<file path="src/rtl/core/m4i_pkg.sv">
`default_nettype none
// ----------------------------------------------------------------------------
// m4i_pkg: shared types and helpers for the 4x4 matrix inverse
// Term sequencing table, saturating 64-bit arithmetic and the control and
// status bundles between controller and datapath.
// ----------------------------------------------------------------------------
package m4i_pkg;

  localparam int FRAC_BITS_DEF = 16;

  localparam int N_COF      = 36;
  localparam int N_TRI      = 48;
  localparam int N_DET      = 4;
  localparam int N_TERMS    = N_COF + N_TRI + N_DET;
  localparam int ADJ_BASE   = 18;
  localparam int WORK_DEPTH = 34;
  localparam int WORK_AW    = $clog2(WORK_DEPTH);
  localparam int MAT_WIDTH  = 128;
  localparam int MAT_DEPTH  = 4;

  localparam logic [63:0] S64_MAX = 64'h7FFF_FFFF_FFFF_FFFF;
  localparam logic [63:0] S64_MIN = 64'h8000_0000_0000_0000;

  typedef enum logic [1:0] {
    MODE_FIRST,
    MODE_ADD,
    MODE_SUB
  } comb_mode_t;

  typedef enum logic [3:0] {
    ST_IDLE,
    ST_RDA,
    ST_RDB,
    ST_CAPB,
    ST_MUL,
    ST_MWAIT,
    ST_WR,
    ST_DRD,
    ST_DCAP,
    ST_DSTART,
    ST_DWAIT,
    ST_OUT
  } m4i_state_t;

  typedef struct packed {
    logic               work;
    logic [WORK_AW-1:0] addr;
  } opnd_t;

  typedef struct packed {
    opnd_t              opa;
    opnd_t              opb;
    comb_mode_t         mode;
    logic               save_hold;
    logic               wr;
    logic               neg;
    logic               merge;
    logic               to_det;
    logic [WORK_AW-1:0] dst;
  } term_t;

  typedef struct packed {
    opnd_t              rd_op;
    logic               cap_a;
    logic               cap_b;
    logic               mul_start;
    comb_mode_t         mode;
    logic               save_hold;
    logic               wr_en;
    logic               wr_neg;
    logic               wr_merge;
    logic               wr_det;
    logic [WORK_AW-1:0] wr_addr;
    logic               div_start;
    logic               zero_st;
    logic [1:0]         row;
  } m4i_cmd_t;

  typedef struct packed {
    logic mul_done;
    logic div_done;
    logic singular;
  } m4i_sts_t;

  function automatic logic [63:0] sat_add(input logic [63:0] a, input logic [63:0] b);
    logic [64:0] s;
    s = {a[63], a} + {b[63], b};
    if (s[64] != s[63]) return s[64] ? S64_MIN : S64_MAX;
    return s[63:0];
  endfunction

  function automatic logic [63:0] sat_sub(input logic [63:0] a, input logic [63:0] b);
    logic [64:0] s;
    s = {a[63], a} - {b[63], b};
    if (s[64] != s[63]) return s[64] ? S64_MIN : S64_MAX;
    return s[63:0];
  endfunction

  function automatic logic [63:0] sat_neg(input logic [63:0] a);
    return (a == S64_MIN) ? S64_MAX : (64'd0 - a);
  endfunction

  // floor(x/3) for x < 64
  function automatic logic [5:0] div3(input logic [5:0] x);
    logic [12:0] p;
    p = 13'(x) * 13'd43;
    return p[12:7];
  endfunction

  function automatic opnd_t mat_op(input logic [1:0] c, input logic [1:0] r);
    opnd_t o;
    o.work = 1'b0;
    o.addr = {2'b00, c, r};
    return o;
  endfunction

  function automatic opnd_t work_op(input logic [WORK_AW-1:0] a);
    opnd_t o;
    o.work = 1'b1;
    o.addr = a;
    return o;
  endfunction

  // Product sequence: cofactor pairs, adjugate triples, determinant
  function automatic term_t term_of(input logic [6:0] t);
    term_t      tm;
    logic [5:0] k;
    logic [5:0] p;
    logic [5:0] u;
    logic [5:0] e6;
    logic [1:0] j;
    logic [1:0] s;
    logic [1:0] c;
    logic [1:0] ra;
    logic [1:0] rb;
    logic [1:0] ca;
    logic [1:0] cb;
    logic [1:0] v;
    logic [2:0] f;
    logic [1:0] d;
    tm = '0;
    if (t < 7'(N_COF)) begin
      k = t[6:1];
      p = div3(k);
      j = 2'(k - (p + p + p));
      case (p)
        6'd0: begin ra = 2'd2; rb = 2'd3; end
        6'd1: begin ra = 2'd1; rb = 2'd3; end
        6'd2: begin ra = 2'd1; rb = 2'd2; end
        6'd3: begin ra = 2'd0; rb = 2'd3; end
        6'd4: begin ra = 2'd0; rb = 2'd2; end
        default: begin ra = 2'd0; rb = 2'd1; end
      endcase
      case (j)
        2'd0: begin ca = 2'd2; cb = 2'd3; end
        2'd1: begin ca = 2'd1; cb = 2'd3; end
        default: begin ca = 2'd1; cb = 2'd2; end
      endcase
      if (!t[0]) begin
        tm.opa  = mat_op(ca, ra);
        tm.opb  = mat_op(cb, rb);
        tm.mode = MODE_FIRST;
      end else begin
        tm.opa  = mat_op(cb, ra);
        tm.opb  = mat_op(ca, rb);
        tm.mode = MODE_SUB;
        tm.wr   = 1'b1;
        tm.dst  = WORK_AW'(k);
      end
    end else if (t < 7'(N_COF + N_TRI)) begin
      u  = 6'(t - 7'(N_COF));
      e6 = div3(u);
      s  = 2'(u - (e6 + e6 + e6));
      c  = e6[3:2];
      j  = e6[1:0];
      v  = (s >= c) ? s + 2'd1 : s;
      case ({c, s})
        4'h0: f = 3'd0;
        4'h1: f = 3'd1;
        4'h2: f = 3'd2;
        4'h4: f = 3'd0;
        4'h5: f = 3'd3;
        4'h6: f = 3'd4;
        4'h8: f = 3'd1;
        4'h9: f = 3'd3;
        4'hA: f = 3'd5;
        4'hC: f = 3'd2;
        4'hD: f = 3'd4;
        default: f = 3'd5;
      endcase
      tm.opa = (j == 2'd0) ? mat_op(2'd1, v) : mat_op(2'd0, v);
      tm.opb = work_op(WORK_AW'(6'({3'b000, f} * 6'd3) +
                                6'((j == 2'd0) ? 2'd0 : j - 2'd1)));
      case (s)
        2'd0: tm.mode = MODE_FIRST;
        2'd1: tm.mode = MODE_SUB;
        default: begin
          tm.mode = MODE_ADD;
          tm.wr   = 1'b1;
          tm.dst  = WORK_AW'(6'(ADJ_BASE) + {2'b00, e6[3:0]});
          tm.neg  = c[0] ^ j[0];
        end
      endcase
    end else begin
      d      = t[1:0];
      tm.opa = work_op(WORK_AW'(6'(ADJ_BASE) + {2'b00, d, 2'b00}));
      tm.opb = mat_op(2'd0, d);
      case (d)
        2'd0: tm.mode = MODE_FIRST;
        2'd1: begin
          tm.mode      = MODE_ADD;
          tm.save_hold = 1'b1;
        end
        2'd2: tm.mode = MODE_FIRST;
        default: begin
          tm.mode   = MODE_ADD;
          tm.wr     = 1'b1;
          tm.merge  = 1'b1;
          tm.to_det = 1'b1;
        end
      endcase
    end
    return tm;
  endfunction

endpackage
`default_nettype wire

</file>
<file path="src/rtl/core/m4i_ctrl.sv">
`default_nettype none
// ----------------------------------------------------------------------------
// m4i_ctrl: controller of the 4x4 matrix inverse
// Steps the product sequence through the shared multiplier, then divides each
// adjugate element, or zeros it for a singular matrix, and hands out the four inverse columns.
// ----------------------------------------------------------------------------
module m4i_ctrl (
  input  logic              clk,
  input  logic              rst_n,
  input  logic              in_fire,
  input  logic              in_last,
  input  m4i_pkg::m4i_sts_t sts,
  input  logic              out_ready,
  output m4i_pkg::m4i_cmd_t cmd,
  output logic              in_ready,
  output logic              out_valid,
  output logic [1:0]        out_col
);
  import m4i_pkg::*;

  m4i_state_t state_r, state_nxt;
  logic [6:0] t_r, t_nxt;
  logic [3:0] e_r, e_nxt;
  term_t      term;
  logic       last_term;

  assign term      = term_of(t_r);
  assign last_term = (t_r == 7'(N_TERMS - 1));

  always_comb begin
    state_nxt = state_r;
    t_nxt     = t_r;
    e_nxt     = e_r;
    case (state_r)
      ST_IDLE: begin
        if (in_fire && in_last) begin
          state_nxt = ST_RDA;
          t_nxt     = '0;
        end
      end
      ST_RDA:  state_nxt = ST_RDB;
      ST_RDB:  state_nxt = ST_CAPB;
      ST_CAPB: state_nxt = ST_MUL;
      ST_MUL:  state_nxt = ST_MWAIT;
      ST_MWAIT: begin
        if (sts.mul_done) begin
          if (term.wr) begin
            state_nxt = ST_WR;
          end else begin
            state_nxt = ST_RDA;
            t_nxt     = t_r + 7'd1;
          end
        end
      end
      ST_WR: begin
        if (last_term) begin
          state_nxt = ST_DRD;
          e_nxt     = '0;
        end else begin
          state_nxt = ST_RDA;
          t_nxt     = t_r + 7'd1;
        end
      end
      ST_DRD:  state_nxt = ST_DCAP;
      ST_DCAP: state_nxt = ST_DSTART;
      ST_DSTART: begin
        if (sts.singular) begin
          if (e_r[1:0] == 2'd3) begin
            state_nxt = ST_OUT;
          end else begin
            state_nxt = ST_DRD;
            e_nxt     = e_r + 4'd1;
          end
        end else begin
          state_nxt = ST_DWAIT;
        end
      end
      ST_DWAIT: begin
        if (sts.div_done) begin
          if (e_r[1:0] == 2'd3) begin
            state_nxt = ST_OUT;
          end else begin
            state_nxt = ST_DRD;
            e_nxt     = e_r + 4'd1;
          end
        end
      end
      ST_OUT: begin
        if (out_ready) begin
          if (e_r == 4'd15) begin
            state_nxt = ST_IDLE;
          end else begin
            state_nxt = ST_DRD;
            e_nxt     = e_r + 4'd1;
          end
        end
      end
      default: state_nxt = ST_IDLE;
    endcase
  end

  always_ff @(posedge clk) begin
    if (!rst_n) begin
      state_r <= ST_IDLE;
      t_r     <= '0;
      e_r     <= '0;
    end else begin
      state_r <= state_nxt;
      t_r     <= t_nxt;
      e_r     <= e_nxt;
    end
  end

  always_comb begin
    cmd           = '0;
    cmd.rd_op     = term.opa;
    cmd.mode      = term.mode;
    cmd.save_hold = term.save_hold;
    cmd.wr_neg    = term.neg;
    cmd.wr_merge  = term.merge;
    cmd.wr_det    = term.to_det;
    cmd.wr_addr   = term.dst;
    cmd.row       = e_r[1:0];
    in_ready      = 1'b0;
    out_valid     = 1'b0;
    case (state_r)
      ST_IDLE:   in_ready = 1'b1;
      ST_RDA:    cmd.rd_op = term.opa;
      ST_RDB: begin
        cmd.rd_op = term.opb;
        cmd.cap_a = 1'b1;
      end
      ST_CAPB:   cmd.cap_b = 1'b1;
      ST_MUL:    cmd.mul_start = 1'b1;
      ST_MWAIT:  ;
      ST_WR:     cmd.wr_en = 1'b1;
      ST_DRD:    cmd.rd_op = work_op(WORK_AW'(6'(ADJ_BASE) + {2'b00, e_r}));
      ST_DCAP:   cmd.cap_a = 1'b1;
      ST_DSTART: begin
        cmd.div_start = !sts.singular;
        cmd.zero_st   = sts.singular;
      end
      ST_DWAIT:  ;
      ST_OUT:    out_valid = 1'b1;
      default:   ;
    endcase
  end

  assign out_col = e_r[3:2];

endmodule
`default_nettype wire

</file>
<file path="config.mk">
export PLATFORM = sky130hd
export DESIGN_NAME = m4i_ctrl
export DESIGN_NICKNAME = d
export VERILOG_FILES = /design/src/rtl/core/m4i_pkg.sv /design/src/rtl/core/m4i_ctrl.sv
export SDC_FILE = /design/constraint.sdc
export NUM_CORES = 1
export LEC_CHECK = 0
export BUFFER_PORTS_ARGS = -buffer_cell sky130_fd_sc_hd__buf_2
export CORE_MARGIN = 4
export CORE_UTILIZATION = 37
export DETAILED_ROUTE_END_ITERATION = 16
export SETUP_SLACK_MARGIN = 0.3
export SYNTH_ARGS = -nofsm -noshare
export SYNTH_HDL_FRONTEND = slang
export SYNTH_SLANG_ARGS = --single-unit
</file>
<file path="constraint.sdc">
create_clock -name clk -period 10.1 [get_ports clk]
set_input_delay 1.515 -clock clk [delete_from_list [all_inputs] [get_ports clk]]
set_output_delay 1.515 -clock clk [all_outputs]
set_load 0.01 [all_outputs]
</file>
# Word-level counts from Yosys, hierarchy flattened
# Memory sizes are Yosys's and may differ from the RTL's.
# Cells that the tools add are included.
[op_classes]
n_mul = 3
n_eq_ne = 31
reduce_logical = 21
order_cmp = 3
mux = 60
bitwise = 1
addsub = 15
[ops]
columns = ["op", "count"]
rows = [
  ["$mux 4", 12],
  ["$pmux 4 s12", 1],
  ["$mux 16", 2],
  ["$mux 6", 5],
  ["$mux 7", 4],
  ["$mux 3", 7],
  ["$pmux 7 s3", 1],
  ["$eq 4x4->1 const B", 5],
  ["$add 5x4->6 const A", 3],
  ["$ne 2x2->1 const B", 9],
  ["$eq 4x3->1 const B", 4],
  ["$mux 1", 16],
  ["$pmux 4 s4", 1],
  ["$pmux 7 s2", 1],
  ["$mux 13", 1],
  ["$mul 6x6->12 const B", 1],
  ["$mux 2", 6],
  ["$pmux 2 s2", 3],
  ["$reduce_or 2->1", 6],
  ["$mul 6x6->11 const B", 1],
  ["$eq 5x2->1 const B", 2],
  ["$add 2x2->2", 4],
  ["$eq 4x2->1 const B", 2],
  ["$logic_not 2->1", 4],
  ["28 further kinds", 33],
]
[word_totals]
input_bits = 8
romBits = 48
word_cells = 138
mem_count = 1
regBits = 15
output_inout_bits = 31
[mem_list]
columns = ["name", "depth", "width", "rd", "rd_clocked_by_memory_dff", "write_ports", "line_no", "rtl"]
rows = [
  ["(name not given)", 16, 3, 1, 0, 0, "m4i_pkg.sv:177", "case ({c, s})"],
]

# Longest topological paths before layout
[logic_depth]
word_depth = 13
depth_mapped = 33
depth_no_buf = 33

# Least setup slack after synthesis
# No wires, ideal clock.
[synth_path]
kind = "reg2out"
from = "register t_r[2]"
to = "output cmd[23] (netlist name)"
n_path_buf = 1
path_stages_with_launch = 34
arrival_ns = 7.109
t_required_ns = 8.585
slack_ns = 1.476
path_cell_list = "dfxtp_1 -> buf_2 -> inv_1 -> ha_1 -> inv_1 -> ha_1 -> inv_1 -> fa_1 -> inv_1 -> fa_1 -> ha_1 -> o21ai_1 -> a22oi_4 -> a21oi_1 -> xnor2_1 -> inv_1 -> ha_1 -> xnor2_1 -> xnor2_2 -> inv_1 -> ha_1 -> nor3b_1 -> a221o_1 -> inv_1 -> fa_1 -> inv_1 -> ha_1 -> inv_1 -> fa_1 -> xor2_1 -> a21oi_1 -> o21ai_0 -> a2bb2oi_1 -> o21ai_0"
[synth_lines]
columns = ["item", "line_no", "rtl"]
rows = [
  ["start, declared", "m4i_ctrl.sv:22", "logic [6:0] t_r, t_nxt;"],
  ["start signal, assigned", "m4i_ctrl.sv:109", "t_r <= t_nxt;"],
  ["end, declared", "m4i_ctrl.sv:14", "output m4i_pkg::m4i_cmd_t cmd,"],
]

==> impl_results.md <==
* Status: completed
* Total number of vias at roughly 3300
* Initial Util at a little under two fifths
* Detail Route Antenna Nets at 0
* Largest net degree at the start of global routing at 21
* Placed cell count at 617
* Worst path slowest cell: fa_1
* Num Clock Sinks at 15
* Most repeated library cell on the critical path: inv_1
* Syn Area/Cell at 8.100 um^2
* Finished Layout Cells at 626
* Hold Path Class: flop to flop
* Area leader, netlist: ha_1
* Max Cap Viol at 0
* Average vias per placed instance at 5.273
* Finished Cell Area at 4119 um^2
* Clock share of power at between 20% and 30%
* Cell Pwr Density at 49.23 nW/um^2
* CP Data Arrival Time at between 7 and 8 ns
* Sw Ratio at 39.09%
* Ys async rst share at 0%
* Clk Latency, worst-skew pair at 0.25 ns
* Tcrit/Tclk final at ~91%
* Die H at 108.4 um
* Total congestion overflow at 0
* DRC at 0
* Seq/Total Area, Yosys at approximately 8%
* Sequential share of power at 36.4%
* Layout area overhead at 10.54%
* RSZ-0062 raised after global routing: no
* Setup crit end kind: output pin
* Clk slew on worst S/H paths at 0.07 ns
* YS warnings at 0
* Final GP Congestion at 0.8676
* Synthesized flop and latch total at 15
* Core area at 9774 um^2
* Hold-critical path depth at 2
* Synth Cell Area at 3726 um^2
* Hold Vio Cnt, Final at 0
* Fin nets at 603
* Hold worst-path end: t_r[4]$_SDFFE_PN0P_
* Die Width at 108.4 um
* Hold Crit Start: t_r[4]$_SDFFE_PN0P_
* R2R setup slack at 3.84 ns
* EDFF count, synth at 0
* Comb power frac at 38.5%
* Peak VDD IR at 31.75 uV
* Max Clk Rate at between 100 and 150 MHz
* Post-DR wirelength/cell at 14.65 um
* Crit path launch: t_r[2]$_SDFFE_PN0P_
* Number of setup violations in the final report at 0
* Final WL at 9.174 mm
* CTS tree: built
* WL met3 at 253 um
* Area after DPL at 4026 um^2
* M1 WL at between 4 and 5 mm
* Worst Tran Pin Value at 0.8013 ns
* Worst Path Class, Setup: flop to output pin
* Clk root buf: clkbuf_8
* Antenna violations before repair at 0
* Drt first-iter violations at 238
* Post-Syn Instances at between 400 and 500
* Max incr delay on CP at 0.53 ns
* Synth cell types at 64
* Setup TNS at 0 ns
* I/O pins at 39
* Dominant synthesized flop cell: dfxtp_1
* Worst Skew at 0.001075 ns
* DIE AREA at 11740 um^2
* Reg2reg end: t_r[6]$_SDFFE_PN0P_
* Htree depth at 1
* Critical Path Fanout Max at 13
* Share of cells above drive strength 1 at 14.20%
* PnR worst setup slack at 0.9232 ns
* Worst-case reg-to-reg path depth at 23
* Post-CTS Hold Buffers at 0
* Internal power at 123.5 uW
* First-pass GRT wire length at 15.50 mm
* Gr usage total at 15.93%
* Syn_nets at ~570
* Drt pass-1 iters at 4
* Final-report max-slew violation count at 0
* Buffers on Ports at 38
* Num rows at 36
* Sw Pwr at around 79 uW
* Leading cell types by count after synthesis: 89 x ha_1, 62 x inv_1, 32 x nand2_1, 32 x nor2_1, 19 x a21oi_1
* Routed wl met2 at ~4.6 mm
* Static Leak at between 2 and 2.5 nW
* DP HPWL at 7.615 mm
* Worst r2r src: t_r[2]$_SDFFE_PN0P_
* Top Layer Used: met4
* Largest cells by area after synthesis: ha_1 30%, dfxtp_1 8.1%, fa_1 6.4%
* Most common cell in the netlist: ha_1
* Slew margin rel. at 46.46%
* N_diodes at 0
* Top-area cell type share of the netlist area at 29.89%
* CTS Buf Count at 3
* Required @ worst endpoint at between 8 and 9 ns
* Crit path time final at 9.177 ns
* Worst hold margin at around 0.57 ns
* Clk buf depth at 2
* DP Worst Slack at between 0.6 and 0.7 ns
* Vias in the first global route at 3285
* Startpoint Class: flop
kinds of logic (layout without fill, tap and decap cells):
group | Yosys count | count (layout) | synth area share [%]
AOI/OAI and AO/OA | 92 | 92 | 17.56
xor gates and xnor gates | 34 | 34 | 9.301
adders and majority gates | 101 | 101 | 36.33
buffers and inverters | 77 | 110 | 7.958
DFF | 15 | 15 | 8.059
muxes | 15 | 15 | 4.130
and+or+nand+nor | 126 | 126 | 16.66
worst max path at each step:
stage	endpoint	slack, ns	depth (start not counted)
after global placement	cmd[23]	0.99	33
after detailed placement	cmd[23]	0.64	33
after global routing	cmd[23]	0.33	34
after CTS	cmd[23]	0.37	33
final	cmd[23]	0.92	33
after floorplan	cmd[23]	1.48	33
metrics by stage:
step	power, mW	utilization (%)
after global routing	0.2155	42.14
final	0.2028	42.14
after global placement	0.1513	41.19
after detailed placement	0.1524	41.19
after CTS	0.2033	41.65
after floorplan	0.1327	-
flip-flops by register name (all words and copies together) (netlist names):
name and count:
e_r 4, state_r 4, t_r 7
final cells by class:
cell class / instances / area (um^2)
Fill cell: 1033 / 5655
Tap cell: 133 / 166.4
Clock buffer: 4 / 45.04
Sequential cell: 15 / 302.8
Multi-Input combinational cell: 368 / 3137
Timing Repair Buffer: 44 / 235.2
Inverter: 62 / 232.7
critical path: cells and delay by family, from the launching register on:
kind / cells / cell delay, ns
AOI/OAI and AO/OA: 8 / 1.48
DFF: 1 / 0.50
xor gates and xnor gates: 4 / 0.89
adders and majority gates: 10 / 3.38
and+or+nand+nor: 1 / 0.13
buffers and inverters: 10 / 1.04
layer usage:
layer	GRT usage [%]	vias up
met5	0	-
met4	2.254	0
met3	0.8955	6
met2	28.86	57
met1	21.27	1570
li1	-	1668
layout by cell type, fill, tap and decap left out, drive strengths merged, types with 5 or more instances in the layout:
| cell | instances |
|---|---|
| a21boi | 5 |
| nor3 | 11 |
| nand3 | 15 |
| nand4 | 5 |
| nor3b | 5 |
| xnor2 | 20 |
| mux2i | 12 |
| inv | 62 |
| and3 | 7 |
| dfxtp | 15 |
| nor2b | 6 |
| o22ai | 10 |
| o21ai | 17 |
| ha | 89 |
| nand2 | 32 |
| xor2 | 14 |
| fa | 12 |
| buf | 44 |
| nor2 | 32 |
| a21oi | 21 |
repair_timing:
item | in CTS | in global routing
resized for setup | 0 | 3
setup buffers | 0 | 5
setup endpoints to repair | 0 | 5
power groups by stage:
stage               combinational [mW]  sequential (mW)  clock [mW]
floorplan                       0.0691           0.0635           0
global placement                0.0766           0.0748           0
detailed placement              0.0774           0.0750           0
CTS                             0.0776           0.0737      0.0521
global route                    0.0865           0.0748      0.0542
finish                          0.0780           0.0739      0.0509
Note: power is estimated with default switching activity, not from simulation.
